==> config.mk <==
export PLATFORM = sky130hd
export DESIGN_NAME = char_escape_encoder
export DESIGN_NICKNAME = d
export VERILOG_FILES = /design/src/rtl/cee_pkg.sv /design/src/rtl/cee_front.sv /design/src/rtl/cee_job_queue.sv /design/src/rtl/cee_back.sv /design/src/rtl/char_escape_encoder.sv
export SDC_FILE = /design/constraint.sdc
export NUM_CORES = 1
export LEC_CHECK = 0
export ABC_AREA = 0
export BUFFER_PORTS_ARGS = -buffer_cell sky130_fd_sc_hd__buf_2
export CELL_PAD_IN_SITES_DETAIL_PLACEMENT = 2
export CELL_PAD_IN_SITES_GLOBAL_PLACEMENT = 2
export CORE_MARGIN = 8
export CORE_UTILIZATION = 40
export DETAILED_ROUTE_END_ITERATION = 8
export PLACE_DENSITY = 0.74
export SYNTH_ARGS = -nofsm -noshare
export SYNTH_HDL_FRONTEND = slang
export SYNTH_HIERARCHICAL = 1
export SYNTH_SLANG_ARGS = --single-unit
==> constraint.sdc <==
create_clock -name clk -period 12.9 [get_ports clk]
set_clock_uncertainty 0.2 [all_clocks]
set_input_delay 1.29 -clock clk [delete_from_list [all_inputs] [get_ports clk]]
set_output_delay 1.29 -clock clk [all_outputs]
set_load 0.02 [all_outputs]
==> src/rtl/cee_pkg.sv <==
// ----------------------------------------------------------------------------
// Character escape encoder package
// Shared types, character codes and the classification and digit functions
// used by the front end and the back end of the escape encoder.
// ----------------------------------------------------------------------------
package cee_pkg;

  // Escape form selected by the configuration register.
  typedef enum logic [2:0] {
    MODE_HEX   = 3'd0,
    MODE_OCT   = 3'd1,
    MODE_CARET = 3'd2,
    MODE_U4    = 3'd3,
    MODE_U8    = 3'd4
  } mode_t;

  // Default depth of the job queue between the front and back ends.
  localparam int JOB_DEPTH_DEF = 4;

  // Width of the digit count of one job (up to eight digits).
  localparam int NDIG_W = 4;

  // Character codes.
  localparam logic [7:0] CH_NUL   = 8'h00;
  localparam logic [7:0] CH_BSL   = 8'h5C;  // backslash
  localparam logic [7:0] CH_CARET = 8'h5E;
  localparam logic [7:0] CH_QM    = 8'h3F;  // question mark
  localparam logic [7:0] CH_QUOTE = 8'h27;
  localparam logic [7:0] CH_DQUOT = 8'h22;
  localparam logic [7:0] CH_LX    = 8'h78;  // 'x'
  localparam logic [7:0] CH_LU    = 8'h75;  // 'u'
  localparam logic [7:0] CH_UU    = 8'h55;  // 'U'
  localparam logic [7:0] CH_DEL   = 8'h7F;
  localparam logic [7:0] CARET_OFS = 8'h40;

  // One input beat.
  typedef struct packed {
    logic [7:0] in_byte;
    logic       in_last;
  } in_item_t;

  // One result beat.
  typedef struct packed {
    logic [7:0] out_char;
    logic       run_end;
  } out_item_t;

  // A classified byte: up to two prefix characters, then ndig digits of val
  // from the most significant one down, in octal or hex.
  typedef struct packed {
    logic [1:0]        pre_cnt;
    logic [7:0]        pre0;
    logic [7:0]        pre1;
    logic [NDIG_W-1:0] ndig;
    logic              oct;
    logic [7:0]        val;
    logic              run_end;
  } job_t;

  // Jobs handed from the front end to the queue in one cycle.
  typedef struct packed {
    logic [1:0] cnt;
    job_t       j0;
    job_t       j1;
  } job_push_t;

  // Letter of a backslash escape, or NUL when the byte has none.
  function automatic logic [7:0] letter_for(logic [7:0] prev, logic [7:0] c);
    logic [7:0] e;
    case (c)
      CH_QUOTE: e = CH_QUOTE;
      CH_DQUOT: e = CH_DQUOT;
      8'd7:     e = 8'h61;  // a
      8'd8:     e = 8'h62;  // b
      8'd12:    e = 8'h66;  // f
      8'd10:    e = 8'h6E;  // n
      8'd13:    e = 8'h72;  // r
      8'd9:     e = 8'h74;  // t
      8'd11:    e = 8'h76;  // v
      CH_QM:    e = (prev == CH_QM) ? CH_QM : CH_NUL;
      default:  e = CH_NUL;
    endcase
    return e;
  endfunction

  // Lowercase hex character of a digit value.
  function automatic logic [7:0] digit_char(logic [3:0] d);
    logic [7:0] ch;
    if (d < 4'd10) begin
      ch = 8'h30 + {4'd0, d};
    end else begin
      ch = 8'h57 + {4'd0, d};
    end
    return ch;
  endfunction

  // Turn one byte, its predecessor and its lookahead into a job.
  function automatic job_t classify(mode_t mode, logic [7:0] prev, logic [7:0] c,
                                    logic [7:0] nxt, logic run_end);
    job_t       j;
    logic [7:0] e;
    logic       nd_dec;
    logic       nd_hex;
    j         = '0;
    j.val     = c;
    j.run_end = run_end;
    e         = letter_for(prev, c);
    nd_dec    = nxt inside {[8'h30:8'h39]};
    nd_hex    = nd_dec || (nxt inside {[8'h61:8'h66], [8'h41:8'h46]});
    if ((mode != MODE_CARET) && (e != CH_NUL)) begin
      j.pre_cnt = 2'd2;
      j.pre0    = CH_BSL;
      j.pre1    = e;
    end else if (c inside {[8'd32:8'd126]}) begin
      j.pre_cnt = 2'd1;
      j.pre0    = c;
    end else if (mode == MODE_CARET) begin
      if (c < 8'd32) begin
        j.pre_cnt = 2'd2;
        j.pre0    = CH_CARET;
        j.pre1    = c + CARET_OFS;
      end else if (c == CH_DEL) begin
        j.pre_cnt = 2'd2;
        j.pre0    = CH_CARET;
        j.pre1    = CH_QM;
      end else begin
        j.pre_cnt = 2'd1;
        j.pre0    = c;
      end
    end else if (mode == MODE_OCT) begin
      j.pre_cnt = 2'd1;
      j.pre0    = CH_BSL;
      j.oct     = 1'b1;
      if (nd_dec || c >= 8'd64) begin
        j.ndig = NDIG_W'(3);
      end else if (c >= 8'd8) begin
        j.ndig = NDIG_W'(2);
      end else begin
        j.ndig = NDIG_W'(1);
      end
    end else begin
      j.pre_cnt = 2'd2;
      j.pre0    = CH_BSL;
      case (mode)
        MODE_U4: j.pre1 = CH_LU;
        MODE_U8: j.pre1 = CH_UU;
        default: j.pre1 = CH_LX;
      endcase
      if (nd_hex) begin
        case (mode)
          MODE_U4: j.ndig = NDIG_W'(4);
          MODE_U8: j.ndig = NDIG_W'(8);
          default: j.ndig = NDIG_W'(2);
        endcase
      end else if (c >= 8'd16) begin
        j.ndig = NDIG_W'(2);
      end else begin
        j.ndig = NDIG_W'(1);
      end
    end
    return j;
  endfunction

endpackage

==> src/rtl/cee_front.sv <==
// ----------------------------------------------------------------------------
// Escape encoder front end
// Holds the configuration register and the pending byte, accepts input beats
// and classifies up to two bytes per beat into jobs for the back end.
// ----------------------------------------------------------------------------
module cee_front (
  input  logic                clk,
  input  logic                rst_n,
  input  logic                in_push,
  input  cee_pkg::in_item_t   in_data,
  input  logic                q_full,
  output logic                in_full,
  input  logic                cfg_valid,
  input  logic [2:0]          cfg_data,
  output logic                cfg_ready,
  output cee_pkg::job_push_t  push
);
  import cee_pkg::*;

  mode_t      mode_r, mode_nxt;
  logic [7:0] pend_r, pend_nxt;
  logic       pend_valid_r, pend_valid_nxt;
  logic [7:0] before_r, before_nxt;
  logic       accept;
  logic [7:0] prev_b;
  job_t       job_a;
  job_t       job_b;

  assign cfg_ready = 1'b1;
  assign in_full   = q_full;
  assign accept    = in_push && !q_full;

  // Configuration write; codes past the last form fall back to hex.
  always_comb begin
    mode_nxt = mode_r;
    if (cfg_valid) begin
      if (cfg_data <= 3'(MODE_U8)) begin
        mode_nxt = mode_t'(cfg_data);
      end else begin
        mode_nxt = MODE_HEX;
      end
    end
  end

  // The pending byte is encoded with the new byte as lookahead; on the last
  // beat the new byte follows with a NUL lookahead.
  assign prev_b = pend_valid_r ? pend_r : before_r;
  assign job_a  = classify(mode_r, before_r, pend_r, in_data.in_byte, !in_data.in_last);
  assign job_b  = classify(mode_r, prev_b, in_data.in_byte, CH_NUL, 1'b1);

  // Jobs pushed into the queue this cycle.
  always_comb begin
    push.cnt = 2'd0;
    push.j0  = pend_valid_r ? job_a : job_b;
    push.j1  = job_b;
    if (accept) begin
      push.cnt = {1'b0, pend_valid_r} + {1'b0, in_data.in_last};
    end
  end

  // Pending byte and its predecessor.
  always_comb begin
    pend_nxt       = pend_r;
    pend_valid_nxt = pend_valid_r;
    before_nxt     = before_r;
    if (accept) begin
      if (in_data.in_last) begin
        pend_nxt       = CH_NUL;
        pend_valid_nxt = 1'b0;
        before_nxt     = CH_NUL;
      end else begin
        if (pend_valid_r) begin
          before_nxt = pend_r;
        end
        pend_nxt       = in_data.in_byte;
        pend_valid_nxt = 1'b1;
      end
    end
  end

  always_ff @(posedge clk) begin
    if (!rst_n) begin
      mode_r       <= MODE_HEX;
      pend_r       <= CH_NUL;
      pend_valid_r <= 1'b0;
      before_r     <= CH_NUL;
    end else begin
      mode_r       <= mode_nxt;
      pend_r       <= pend_nxt;
      pend_valid_r <= pend_valid_nxt;
      before_r     <= before_nxt;
    end
  end

endmodule

==> src/rtl/cee_job_queue.sv <==
// ----------------------------------------------------------------------------
// Escape encoder job queue
// Small queue between front and back end; takes up to two jobs per cycle and
// hands out one. Full is raised while fewer than two entries are free.
// ----------------------------------------------------------------------------
module cee_job_queue #(
  parameter int DEPTH = cee_pkg::JOB_DEPTH_DEF
) (
  input  logic                clk,
  input  logic                rst_n,
  input  cee_pkg::job_push_t  push,
  input  logic                pop,
  output cee_pkg::job_t       head,
  output logic                empty,
  output logic                full
);
  import cee_pkg::*;

  localparam int PTR_W = (DEPTH > 1) ? $clog2(DEPTH) : 1;
  localparam int CNT_W = $clog2(DEPTH + 1);
  localparam logic [PTR_W-1:0] LAST_IDX = PTR_W'(DEPTH - 1);

  job_t             mem [DEPTH];
  logic [PTR_W-1:0] wr_ptr_r, wr_ptr_nxt;
  logic [PTR_W-1:0] rd_ptr_r, rd_ptr_nxt;
  logic [CNT_W-1:0] cnt_r, cnt_nxt;
  logic [PTR_W-1:0] wr_ptr_p1;
  logic [PTR_W-1:0] wr_ptr_p2;

  function automatic logic [PTR_W-1:0] inc(logic [PTR_W-1:0] p);
    return (p == LAST_IDX) ? '0 : p + PTR_W'(1);
  endfunction

  assign wr_ptr_p1 = inc(wr_ptr_r);
  assign wr_ptr_p2 = inc(wr_ptr_p1);
  assign head      = mem[rd_ptr_r];
  assign empty     = (cnt_r == '0);
  assign full      = (cnt_r > CNT_W'(DEPTH - 2));

  // Pointer and fill count update.
  always_comb begin
    rd_ptr_nxt = pop ? inc(rd_ptr_r) : rd_ptr_r;
    case (push.cnt)
      2'd1:    wr_ptr_nxt = wr_ptr_p1;
      2'd2:    wr_ptr_nxt = wr_ptr_p2;
      default: wr_ptr_nxt = wr_ptr_r;
    endcase
    cnt_nxt = cnt_r + CNT_W'(push.cnt) - CNT_W'(pop);
  end

  always_ff @(posedge clk) begin
    if (!rst_n) begin
      wr_ptr_r <= '0;
      rd_ptr_r <= '0;
      cnt_r    <= '0;
    end else begin
      wr_ptr_r <= wr_ptr_nxt;
      rd_ptr_r <= rd_ptr_nxt;
      cnt_r    <= cnt_nxt;
    end
  end

  // Job storage.
  always_ff @(posedge clk) begin
    if (push.cnt != 2'd0) begin
      mem[wr_ptr_r] <= push.j0;
    end
    if (push.cnt == 2'd2) begin
      mem[wr_ptr_p1] <= push.j1;
    end
  end

endmodule

==> src/rtl/cee_back.sv <==
// ----------------------------------------------------------------------------
// Escape encoder back end
// Steps through the current job one character per cycle while the result
// queue has room, prefix characters first and then the digits, into a
// two-entry result queue.
module cee_back (
  input  logic                clk,
  input  logic                rst_n,
  input  cee_pkg::job_t       head,
  input  logic                q_empty,
  output logic                q_pop,
  output logic                out_empty,
  input  logic                out_pop,
  output cee_pkg::out_item_t  out_data
);
  import cee_pkg::*;

  job_t        cur_r, cur_nxt;
  logic        cur_valid_r, cur_valid_nxt;
  out_item_t   oq_r [2];
  logic        oq_wr_r;
  logic        oq_rd_r;
  logic [1:0]  oq_cnt_r;
  logic        emit;
  logic        cur_last;
  logic        finish;
  logic        deq;
  logic [2:0]  dig_idx;
  logic [3:0]  dig_val;
  out_item_t   emit_item;

  // Emit while the result queue has room.
  assign emit     = cur_valid_r && (oq_cnt_r != 2'd2);
  assign cur_last = ((cur_r.pre_cnt == 2'd1) && (cur_r.ndig == '0)) ||
                    ((cur_r.pre_cnt == 2'd0) && (cur_r.ndig == NDIG_W'(1)));
  assign finish   = emit && cur_last;
  assign q_pop    = !q_empty && (!cur_valid_r || finish);

  // Digit of the value at the current position.
  assign dig_idx = 3'(cur_r.ndig - NDIG_W'(1));
  always_comb begin
    if (cur_r.oct) begin
      case (dig_idx)
        3'd0:    dig_val = {1'b0, cur_r.val[2:0]};
        3'd1:    dig_val = {1'b0, cur_r.val[5:3]};
        3'd2:    dig_val = {2'b00, cur_r.val[7:6]};
        default: dig_val = 4'd0;
      endcase
    end else begin
      case (dig_idx)
        3'd0:    dig_val = cur_r.val[3:0];
        3'd1:    dig_val = cur_r.val[7:4];
        default: dig_val = 4'd0;
      endcase
    end
  end

  assign emit_item.out_char = (cur_r.pre_cnt != 2'd0) ? cur_r.pre0 : digit_char(dig_val);
  assign emit_item.run_end  = cur_r.run_end && cur_last;

  // Current job: load the next one, or consume one character.
  always_comb begin
    cur_nxt       = cur_r;
    cur_valid_nxt = cur_valid_r;
    if (q_pop) begin
      cur_nxt       = head;
      cur_valid_nxt = 1'b1;
    end else if (finish) begin
      cur_valid_nxt = 1'b0;
    end else if (emit) begin
      if (cur_r.pre_cnt != 2'd0) begin
        cur_nxt.pre_cnt = cur_r.pre_cnt - 2'd1;
        cur_nxt.pre0    = cur_r.pre1;
      end else begin
        cur_nxt.ndig = cur_r.ndig - NDIG_W'(1);
      end
    end
  end

  always_ff @(posedge clk) begin
    if (!rst_n) begin
      cur_valid_r <= 1'b0;
    end else begin
      cur_valid_r <= cur_valid_nxt;
    end
  end

  always_ff @(posedge clk) begin
    cur_r <= cur_nxt;
  end

  // Result queue.
  assign out_empty = (oq_cnt_r == 2'd0);
  assign out_data  = oq_r[oq_rd_r];
  assign deq       = out_pop && !out_empty;

  always_ff @(posedge clk) begin
    if (!rst_n) begin
      oq_wr_r  <= 1'b0;
      oq_rd_r  <= 1'b0;
      oq_cnt_r <= 2'd0;
    end else begin
      if (emit) begin
        oq_wr_r <= !oq_wr_r;
      end
      if (deq) begin
        oq_rd_r <= !oq_rd_r;
      end
      oq_cnt_r <= oq_cnt_r + {1'b0, emit} - {1'b0, deq};
    end
  end

  always_ff @(posedge clk) begin
    if (emit) begin
      oq_r[oq_wr_r] <= emit_item;
    end
  end

endmodule

==> src/rtl/char_escape_encoder.sv <==
// ----------------------------------------------------------------------------
// Character escape encoder
// Turns a raw byte stream into escaped text, one character per result beat,
// using the following byte as lookahead for dropping leading zero digits.
// ----------------------------------------------------------------------------
// Throughput: one input beat per cycle while the job queue has two free
// entries; the back end writes one character per cycle while its result
// queue has room, and a beat produces 0 to 20 characters.
// Path: when the back end is idle, the first character of a job reaches the
// result ports through the job queue, the current job and the result queue.
// Reset (rst_n low, synchronous): queues empty, no byte pending, mode hex.
module char_escape_encoder #(
  parameter int JOB_DEPTH = cee_pkg::JOB_DEPTH_DEF
) (
  input  logic                clk,
  input  logic                rst_n,
  input  logic                in_push,
  input  cee_pkg::in_item_t   in_data,
  output logic                in_full,
  output logic                out_empty,
  input  logic                out_pop,
  output cee_pkg::out_item_t  out_data,
  input  logic                cfg_valid,
  input  logic [2:0]          cfg_data,
  output logic                cfg_ready
);
  import cee_pkg::*;

  job_push_t push;
  job_t      head;
  logic      q_empty;
  logic      q_full;
  logic      q_pop;

  // Front end: configuration, pending byte, classification.
  cee_front u_front (
    .clk       (clk),
    .rst_n     (rst_n),
    .in_push   (in_push),
    .in_data   (in_data),
    .q_full    (q_full),
    .in_full   (in_full),
    .cfg_valid (cfg_valid),
    .cfg_data  (cfg_data),
    .cfg_ready (cfg_ready),
    .push      (push)
  );

  // Job queue between the two halves.
  cee_job_queue #(
    .DEPTH (JOB_DEPTH)
  ) u_job_queue (
    .clk   (clk),
    .rst_n (rst_n),
    .push  (push),
    .pop   (q_pop),
    .head  (head),
    .empty (q_empty),
    .full  (q_full)
  );

  // Back end: character sequencer and result queue.
  cee_back u_back (
    .clk       (clk),
    .rst_n     (rst_n),
    .head      (head),
    .q_empty   (q_empty),
    .q_pop     (q_pop),
    .out_empty (out_empty),
    .out_pop   (out_pop),
    .out_data  (out_data)
  );

endmodule
Yosys cells after proc, flatten, opt, wreduce, memory -nomap -nowiden

Memory sizes are Yosys's and may differ from the RTL's. A register that Yosys moved wholly into a read port is not among the register bits.
Index checks and enable logic that the tools add are counted.

Flip-flop bits (word level): 64
RAM bits: 146
Input bits: 17
Word-level logic and storage cells: 210
Memories: 2

Memories:

| memory          | words | bits a word | read ports | clocked after Yosys merged registers in | write ports | RTL line            | RTL |
|---|---|---|---|---|---|---|---|
| u_job_queue.mem | 4     | 32          | 1          | 1                                       | 2           | cee_job_queue.sv:23 | `job_t mem [DEPTH];` |
| u_back.oq_r     | 2     | 9           | 1          | 1                                       | 1           | cee_back.sv:20      | `out_item_t oq_r [2];` |

Mux-type cells: 72
Order comparisons: 21
Equal/unequal tests: 41
Add/sub/neg operators: 14
Reductions and logical operators: 42

Operators by type and width:

| kind                                                                                | number |
|---|---|
| 8-bit one-hot mux with 10 select lines                                              | 2 |
| 18-bit 2-to-1 mux                                                                   | 6 |
| 8-bit by 4-bit equality test with 1-bit output, second input constant               | 12 |
| 10-bit 2-to-1 mux                                                                   | 9 |
| 8-bit by 6-bit equality test with 1-bit output, second input constant               | 8 |
| 8-bit 2-to-1 mux                                                                    | 6 |
| 8-bit by 7-bit greater-or-equal comparator with 1-bit output, second input constant | 4 |
| 8-bit by 7-bit less-or-equal comparator with 1-bit output, second input constant    | 4 |
| 32-bit 2-to-1 mux                                                                   | 1 |
| 4-bit 2-to-1 mux                                                                    | 8 |
| 13-bit 2-to-1 mux                                                                   | 2 |
| 8-bit by 6-bit greater-or-equal comparator with 1-bit output, second input constant | 3 |
| 2-bit 2-to-1 mux                                                                    | 12 |
| 6-bit 2-to-1 mux                                                                    | 4 |
| 5-bit 2-to-1 mux                                                                    | 4 |
| 8-bit by 7-bit adder with 8-bit output, second input constant                       | 2 |
| 8-bit by 3-bit equality test with 1-bit output, second input constant               | 2 |
| 8-bit by 7-bit equality test with 1-bit output, second input constant               | 2 |
| 8-bit by 4-bit greater-or-equal comparator with 1-bit output, second input constant | 2 |
| 8-bit by 5-bit greater-or-equal comparator with 1-bit output, second input constant | 2 |
| 8-bit by 6-bit less-than comparator with 1-bit output, second input constant        | 2 |
| 4-bit one-hot mux with 2 select lines                                               | 2 |
| 8-bit nonzero test                                                                  | 2 |
| 1-bit logical AND                                                                   | 15 |
| 34 further kinds                                                                    | 74 |

Longest topological paths before layout

Gate-level depths: netlist (run 1).

Word-level depth: 10
Depth in mapped cells: 13
Depth with buffers taken out: 11

Hierarchy

Netlist (run 1), hierarchy kept.

By module, submodules not included:

| module        | times used | seq. area each (um^2) | cells an instance | area each (um^2) |
|---|---|---|---|---|
| cee_job_queue | 1          | 4023.9                | 372               | 6926.6 |
| cee_front     | 1          | 400.4                 | 418               | 2872.8 |
| cee_back      | 1          | 1621.6                | 170               | 2521.2 |

Least setup slack after synthesis (run 1)

OpenSTA, ideal clock, no wires.

Kind: input to register
Start point: in in_push
End point: mem u_job_queue/mem[0][0] (netlist name), enable pin
Buffers on the path: 1
Slack: 7877 ps
Data required time: 12234 ps
Setup time: 466 ps
Cell stages on the path: 6
Arrival time: 4357 ps
Cell sequence: nor2b_1 > clkbuf_1 > and2_1 > inv_1 > ha_1 > o21ai_0

RTL lines:

| item               | RTL line                  | RTL |
|---|---|---|
| start: declaration | char_escape_encoder.sv:17 | `input logic in_push,` |
| end: declaration   | cee_job_queue.sv:23       |  |

==> metrics.txt, run 1 <==
Clk Latency, worst-skew pair=0.52 ns; setup tns final=0 ns; status=complete, no violations; final worst-path cycle share=33.9%; Yosys top cell by area=edfxtp_1; mapped cell area=0.0123 mm²; CTS Hold Bufs=0; P&R area growth vs syn=7.88%; CP startpoint kind=register; Inserted Clock Buffers=25; Port Buffers=27; core area=0.0304 mm²; DR vias=8000; Post-synth ARST share=0%; WP data arrival=4.55 ns; Post-synth EDFFs=178; CTS Sinks=~210; CTS tree=done; Syn Area/Cell=around 13 µm²; Synth Register Bits=roughly 210; first-pass GRT wire length=~55000 µm; Final Critical Period=between 4 and 5 ns; DR pass1 iterations=5; number of synthesis warnings=6; ys flop type=edfxtp_1; Root Driver=clkbuf_16; drt total wl=between 30000 and 40000 µm; P_sw=0.814 mW; row count=64; Vias per Instance=around 5.9; slew margin rel.=around 22%; hold crit path type=reg2reg; f_max=roughly 230 MHz; Starting Density=between 40 and 50%; post-synth top area share=a little over two fifths; WS Path Type=reg2reg; Max-cap violations=0; Setup crit end kind=register; pre-CTS setup slack=between 8 and 9 ns; gpl congestion=~0.84; GRT overflow=0; Pleak=about 4.7 nW; largest net degree at the start of global routing=between 40 and 50; Final Slew Violations=0; initial antenna violation count=1; WL per Instance=26.0 µm; CP required=13.08 ns; die width=between 150 and 200 µm; main area contributors after synthesis=edfxtp_1, mux2_1, mux4_2, dfxtp_1, mux2_2; vias in the first global route=approximately 8800; DIE AREA=around 0.037 mm²; diode count=0; post-route cell area=0.0133 mm²; post-route setup slack=between 8 and 9 ns; DRT iter0 DRCs=~540; CP Max Fanout=11; drt drc=0; Seq pwr share=roughly two fifths; post-synthesis sequential area ratio=between 40% and 50%; Yosys cell types=a little under 90; Net Sw Frac=approximately a third; Worst Tran Pin Value=about 1.2 ns; clock slew at reported path FFs=0.06 ns; Setup-failing EPs final=0; Ports=29; Int Power=between 1.5 and 2 mW; Setup Fix Bufs, Post-CTS=0; Peak VDD IR=around 0.08 mV; Resize count post-CTS=0; hpwl dp=~24000 µm; synthesized netlist cell count=960; Final ANT Viol Nets=0; Area after DPL=around 0.013 mm²; clock share of power=between 20% and 30%; Total GRT Usage=around a fifth; hold violation count in the final report=0; commonest non-fill, non-tap cell in the layout=edfxtp_1; clock tree buffer depth=3; share of post-route cells with drive strength above 1=between 10% and 20%; Logic pwr share=a little under a third; H-tree depth=1; final hold slack=0.292 ns; # nets final=roughly 1000; Power Density=185 mW/mm²; RSZ-0062 raised after global routing=false; commonest cells after routing, fill and taps aside=edfxtp_1, mux2_1, nor2_1; Die Ht=192 µm
-- state kept, by name, indices dropped and copies added, names as in the netlist, named ones only --
| name | count |
|---|---|
| u_back/oq_rd_r | 1 |
| u_back/cur_valid_r | 1 |
| u_front/before_r | 8 |
| u_front/mode_r | 3 |
| u_back/oq_r | 18 |
| u_back/cur_r | 32 |
| u_job_queue/mem | 128 |
| u_front/pend_r | 8 |
| u_front/pend_valid_r | 1 |
| u_back/oq_cnt_r | 2 |
| u_job_queue/cnt_r | 3 |
| u_job_queue/rd_ptr_r | 2 |
| u_job_queue/wr_ptr_r | 2 |
| u_back/oq_wr_r | 1 |
-- routing by layer --
metal  up-vias  wire length (µm)  track usage (%)  part of all wire (%)
li1       3620                 -                -                     -
met4         2               710             4.85                   2.0
met5         -                13                0                 0.037
met3        45              1400             2.70                   3.9
met1      4179             15700             25.1                    44
met2       154             17800             33.6                    50
-- Yosys cell counts, drive strengths merged (3+ instances only) --
cell type	number
xnor2	10
nor2b	22
buf	54
inv	40
nor3b	5
a211oi	3
or2	5
or3b	3
a21oi	28
nand2	46
nor2	44
o2bb2ai	5
mux2i	5
mux4	32
o311a	3
xor2	4
a21boi	9
o31ai	3
nor4bb	5
nand3	21
edfxtp	178
dfxtp	35
nand3b	5
nand4	13
nor3	21
and2	14
o21ai	42
a31oi	6
nor4	3
o211ai	3
o22ai	4
a21o	6
o21a	9
o22a	3
nand2b	8
or3	4
o32a	4
a22oi	11
clkbuf	18
and3	10
ha	29
mux2	153
-- path summary, 6_finish.rpt --
path | start | to | slack [ns] | cells after the start
setup / recovery | u_front/pend_r[6] | u_job_queue/mem[0][12] | 8.53 | 9
hold / removal | u_back/cur_valid_r | u_back/cur_valid_r | 0.29 | 2
setup reg to reg | u_front/pend_r[6] | u_job_queue/mem[0][12] | 8.53 | 9
hold reg to reg | u_back/cur_valid_r | u_back/cur_valid_r | 0.29 | 2
-- metrics by stage --
stage | power (mW) | std cells | util (%)
2_1_floorplan | 1.59 | 962 | -
3_3_place_gp | 1.76 | 1323 | 41.2
3_5_place_dp | 1.82 | 1323 | 41.2
4_1_cts | 2.50 | 1367 | 43.7
5_1_grt | 2.59 | 1367 | 43.7
6_report | 2.46 | 1367 | 43.7
-- worst max-delay path, stage by stage, from the launching register on --
cell and delay (ns):
dfxtp_1 0.60, inv_1 0.12, ha_1 0.35, nor2b_1 0.38, and3_1 0.35, nor4_4 0.27, a21o_1 0.49, nand4_1 0.26
nor4_1 0.93, mux2_4 0.29
-- kinds of logic after synthesis --
| group | count (synthesis) | share of synthesized area (%) |
|---|---|---|
| and+or+nand+nor | 240 | 11.1 |
| DFF | 213 | 49.1 |
| muxes | 190 | 20.9 |
| AOI/OAI and AO/OA | 157 | 8.92 |
| buffers and inverters | 114 | 5.82 |
| adders and majority gates | 30 | 3.11 |
| xor gates and xnor gates | 14 | 0.995 |
| other | 2 | 0.0610 |
-- power by group through the flow --
stage | Clock (mW) | Combinational [mW] | Sequential, mW
after floorplan | 0 | 0.607 | 0.988
after global placement | 0 | 0.748 | 1.02
final | 0.674 | 0.776 | 1.01
after global routing | 0.714 | 0.854 | 1.03
after CTS | 0.692 | 0.793 | 1.02
after detailed placement | 0 | 0.786 | 1.03
-- layout make-up --
| class | count | area, µm² |
|---|---|---|
| clock buffer | 30 | 674 |
| clock inverter | 14 | 95.1 |
| fill | 3034 | 17100 |
| inverter | 42 | 158 |
| multi-input combinational | 635 | 5610 |
| sequential | 213 | 6050 |
| tap | 396 | 495 |
| timing repair buffer | 37 | 210 |
No activity file was read; power rests on OpenSTA's default activity.
==> run 2: changes to the inputs <==
- PLACE_DENSITY: 0.74 -> 0.76
- clock period: 12.9 -> 3.8 ns (I/O delays scaled with it)
==> run 2 against run 1 <==
  * Core utilization increased by 1.3 points
  * Critical path depth is the same
  * Via count up 1.7%
  * Fmax grew 20%
  * Worst hold slack worse by 0.27 ns
  * Global-route usage increased by 0.82 points
  * Sequential power increased to 3.5 times the previous value
  * Register-to-register slack got worse by 8.4 ns
  * Non-clock buffer count increased by 38
  * Cell area grew 2.9%
  * Clock power rose to 3.5 times the previous value
  * Clock-buffer cell count is 4 higher
  * Largest cell class unchanged
==> metrics.txt, run 2 (synthesis gave the netlist of run 1 again) <==
Setup-failing EPs final=0; core area=approximately 0.030 mm²; CTS Sinks=approximately 210; hold violation count in the final report=0; slowest CP cell=dfxtp_1; Worst Tran Pin Value=between 0.8 and 0.9 ns; DIE AREA=roughly 0.037 mm²; Ports=29; DRT iter0 DRCs=483; Peak VDD IR=between 0.2 and 0.3 mV; hold crit path type=in2reg; # nets final=between 1000 and 1500; WS Path Type=reg2reg; drt total wl=36800 µm; Inserted Clock Buffers=25; vias in the first global route=8941; crit-path cells=inv_1 -> ha_1 -> nor4bb_1 -> and3_1 -> nor4_4 -> a21o_1 -> nand2_1 -> o32a_1 -> mux2_1; Port Buffers=27; Setup crit end kind=register; Total GRT Usage=about a fifth; commonest cells after routing, fill and taps aside=edfxtp_1, mux2_1, nor2_1; gpl congestion=~0.9; Final Slew Violations=0; DR pass1 iterations=4; row count=64; CP required=3.88 ns; CP startpoint=u_front/pend_r[7]; drt drc=0; hpwl dp=25800 µm; final core occ=approximately 45%; Seq pwr share=between 40% and 50%; P&R area growth vs syn=11.0%; Clk Latency, worst-skew pair=0.53 ns; max reg flops=128; Final Critical Period=roughly 3.6 ns; clock slew at reported path FFs=roughly 0.060 ns; slew margin rel.=42.9%; Int Power=between 5 and 6 mW; commonest non-fill, non-tap cell in the layout=edfxtp_1; H-tree depth=1; Starting Density=between 40% and 50%; Net Sw Frac=about 33%; Pleak=approximately 4.9 nW; WP data arrival=around 3.7 ns; status=complete, no violations; RSZ-0062 raised after global routing=false; Logic pwr share=about a third; Worst path max stage delay=between 0.4 and 0.5 ns; pre-CTS setup slack=0.170 ns; R2R Path Start=u_front/pend_r[7]; f_max=275 MHz; post-route setup slack=0.158 ns; Resize count post-CTS=0; Root Driver=clkbuf_16; Worst Min Path Start=cfg_data[2]; GRT overflow=0; first-pass GRT wire length=about 57000 µm; final hold slack=approximately 0.023 ns; CP Max Fanout=11; die width=approximately 190 µm; WL per Instance=roughly 26 µm; final worst-path cycle share=a little over nine tenths; CTS tree=done; CP startpoint kind=register; hold path depth=3; share of post-route cells with drive strength above 1=approximately 23%; DR vias=a little over 8000; diode count=0; initial antenna violation count=0; Setup Fix Bufs, Post-CTS=0; Power Density=about 630 mW/mm²; Top reg by flops=u_job_queue/mem; P_sw=around 2.8 mW; clock tree buffer depth=3; Final ANT Viol Nets=0; FF-to-FF path depth=9; clock share of power=between 20 and 30%; Die Ht=192 µm; setup tns final=0 ns; largest net degree at the start of global routing=40; Regs by FF count=u_job_queue/mem x128, u_back/cur_r x32, u_back/oq_r x18; Max-cap violations=0; Vias per Instance=between 5 and 6
## run 2: cell count changes in the layout (fill, tap and decap cells not counted), sizes merged
cell         before  now
clkinvlp          0    3
bufinv            1    2
dlygate4sd3       0    2
clkinv           14    8
clkbuf           30   34
inv              41   40
buf              37   73
## run 2: worst paths after layout
path / slack, ns / end
worst max-delay path: 0.16 / u_job_queue/mem[1][28]
worst min register to register: 0.32 / u_back/oq_r[1][6]
worst max register to register: 0.16 / u_job_queue/mem[1][28]
worst min-delay path: 0.02 / u_front/mode_r[1]
## run 2: worst max-delay path: cells and delay by family (launching register included)
kind,cells,cell delay (ns)
multiplexers,1,0.31
buffers and inverters,1,0.12
adder cells (fa/ha/maj),1,0.32
AO/OA/AOI/OAI,2,0.87
flip-flops,1,0.45
AND/OR/NAND/NOR,4,1.12
## run 2: routing by layer
| metal | share of wire (%) | vias up | global-route usage (%) |
|---|---|---|---|
| li1 | - | 3696 | - |
| met1 | 43 | 4231 | 25.8 |
| met2 | 51 | 160 | 35.7 |
| met3 | 3.9 | 46 | 2.48 |
| met4 | 1.9 | 0 | 5.09 |
| met5 | 0 | - | 0 |
## run 2: final cells by class
class	count	area, µm²
multi-input combinational	635	5610
sequential	213	6050
timing repair buffer	75	563
clock inverter	11	111
tap	396	495
inverter	42	158
fill	3057	16800
clock buffer	34	689
## run 2: timing repair
action | 4_1_cts | 5_1_grt
hold endpoints to repair | 1 | 0
endpoints found under the setup margin | 0 | 0
hold buffers | 2 | 0
## run 2: per-stage QoR
stage	cell area, µm²	std cells	power [mW]
5_1_grt	13700	1406	8.99
2_1_floorplan	12300	962	5.41
3_3_place_gp	12900	1359	6.06
3_5_place_dp	12900	1359	6.25
6_report	13700	1406	8.55
4_1_cts	13700	1406	8.67
## run 2: power groups by stage
stage	Sequential, mW	Clock (mW)	Combinational [mW]
6_report	3.50	2.36	2.69
5_1_grt	3.56	2.50	2.93
4_1_cts	3.52	2.42	2.73
3_5_place_dp	3.56	0	2.70
3_3_place_gp	3.51	0	2.55
2_1_floorplan	3.35	0	2.06
==> run 3: changes to the inputs <==
- BUFFER_PORTS_ARGS: -buffer_cell sky130_fd_sc_hd__buf_2 -> -buffer_cell sky130_fd_sc_hd__buf_4
==> run 3 against run 2 <==
  * Die area is the same
  * Sequential share of layout area hardly changed
  * Total power fell by 1.2%
  * Largest power group unchanged
==> metrics.txt, run 3 (synthesis gave the netlist of run 1 again) <==
status=complete, no violations; final core occ=~45%; R2R Setup Slk=~0.21 ns; Peak VDD IR=0.314 mV; pre-CTS setup slack=0.0651 ns; Buf+Inv Stages, Crit Path=1; clock slew at reported path FFs=roughly 0.060 ns; final worst-path cycle share=between 90% and 100%; # nets final=between 1000 and 1500; Max-cap violations=0; area of the multi-input gates=0.00561 mm²; Regs by FF count=u_job_queue/mem x128, u_back/cur_r x32, u_back/oq_r x18; crit-path cells=inv_1 -> ha_1 -> a21oi_1 -> a221oi_4 -> nor4_4 -> a21o_2 -> nand2_1 -> o32a_1 -> mux2_1; commonest cells after routing, fill and taps aside=edfxtp_1, mux2_1, buf_4; WS Path Type=reg2reg; FF-to-FF End=u_job_queue/mem[2][28]; P&R area growth vs syn=11.1%; CP Max Fanout=11; drt total wl=between 30000 and 40000 µm; die width=between 150 and 200 µm; diode count=0; max reg flops=between 100 and 150; RSZ-0062 raised after global routing=false; WP data arrival=about 3.7 ns; slew margin rel.=around 41%; Starting Density=between 40% and 50%; Clk Latency, worst-skew pair=0.53 ns; critical path depth=9; Top delay family on crit path=compound AO/OA/AOI/OAI gates; hold violation count in the final report=0; CP startpoint=u_front/pend_r[7]; CP required=slightly below 4 ns; largest net degree at the start of global routing=between 40 and 50; initial antenna violation count=1; Worst Min Path Start=cfg_valid; gpl congestion=0.922; slowest CP cell=dfxtp_1; Placed Cells=1351; drt drc=0; setup tns final=0 ns; hold crit path type=in2reg; storage element area=roughly 0.0060 mm²; Final ANT Viol Nets=0; row count=64; CTS Sinks=around 210; Final Slew Violations=0; GRT overflow=0; Filler cells=~3100; DR vias=around 8100; WL per Instance=26.3 µm; Final Non-Filler Cells=roughly 1400; H-tree depth=1; first-pass GRT wire length=around 57000 µm; final hold slack=roughly 0.025 ns; commonest non-fill, non-tap cell in the layout=edfxtp_1; R2R Path Start=u_front/pend_r[7]; vias in the first global route=9191; Worst Tran Pin Value=between 0.8 and 0.9 ns; DRT iter0 DRCs=around 530; DIE AREA=0.0367 mm²; post-route setup slack=~0.21 ns; Inserted Clock Buffers=26; Top reg by flops=u_job_queue/mem; Total GRT Usage=around a fifth; Port Buffers=27; Setup crit end kind=register; Setup-failing EPs final=0; Final Critical Period=between 3 and 4 ns; Pleak=slightly below 5 nW; Root Driver=clkbuf_16; clock tree buffer depth=3; core area=~0.03 mm²; FF-to-FF path depth=9; Vias per Instance=about 5.8; Power Density=a little over 600 mW/mm²; Worst path max stage delay=0.46 ns; hpwl dp=between 20000 and 30000 µm; CTS tree=done; CP startpoint kind=register; Ports=29; Die Ht=~190 µm; Critical Path End=u_job_queue/mem[2][28]; f_max=about 280 MHz; DR pass1 iterations=5; share of post-route cells with drive strength above 1=about 22%
[run 3: changes by cell type in the layout (fill, tap and decap cells not counted), sizes merged]
cell,before,now
clkinvlp,3,1
clkbuf,34,31
dlygate4sd3,2,3
buf,73,65
clkinv,8,15
bufinv,2,0
[run 3: worst min path at each step]
stage	endpoint	slack (ns)	cells past startpoint
5_1_grt	u_job_queue/mem[0][8]	0.04	2
3_3_place_gp	u_back/oq_r[0][6]	0.30	1
4_1_cts	u_front/mode_r[2]	0.008	3
2_1_floorplan	u_back/cur_valid_r	0.26	2
3_5_place_dp	u_front/before_r[0]	0.32	2
6_report	u_front/mode_r[2]	0.03	3
[run 3: layout make-up]
class | count | area share [%]
Multi-Input combinational cell | 635 | 41.0
Sequential cell | 213 | 44.2
Clock buffer | 31 | 5.05
Timing Repair Buffer | 68 | 4.52
Tap cell | 396 | 3.62
Inverter | 42 | 1.15
Clock inverter | 14 | 0.457
[run 3: tightest hold or removal path: stages]
cell and delay, ns:
buf_4 0.13, nor2_1 0.08, o21a_1 0.12
[run 3: power by group]
part / switching [mW] / internal [mW] / total, mW
Sequential: 0.298 / 3.19 / 3.49
Clock: 0.935 / 1.28 / 2.21
Combinational: 1.56 / 1.19 / 2.75
[run 3: stage by stage]
| stage | area [µm²] | total power, mW |
|---|---|---|
| after floorplan | 12300 | 5.41 |
| after global placement | 12900 | 6.08 |
| after detailed placement | 12900 | 6.30 |
| after CTS | 13700 | 8.56 |
| after global routing | 13700 | 8.87 |
| final | 13700 | 8.45 |
[run 3: what timing repair did]
item / in CTS / in global routing
hold buffers: 3 / 0
hold endpoints to repair: 2 / 0
resized for setup: 0 / 2
setup endpoints to repair: 0 / 4
setup buffers: 0 / 0
[run 3: routing by layer]
layer  wire (µm)  GRT usage, %  vias to the layer above
met5          18             0                        -
met4         918          5.60                        2
met3        1420          3.01                       68
met2       18800          36.3                      165
met1       15700          25.0                     4197
li1            -             -                     3682
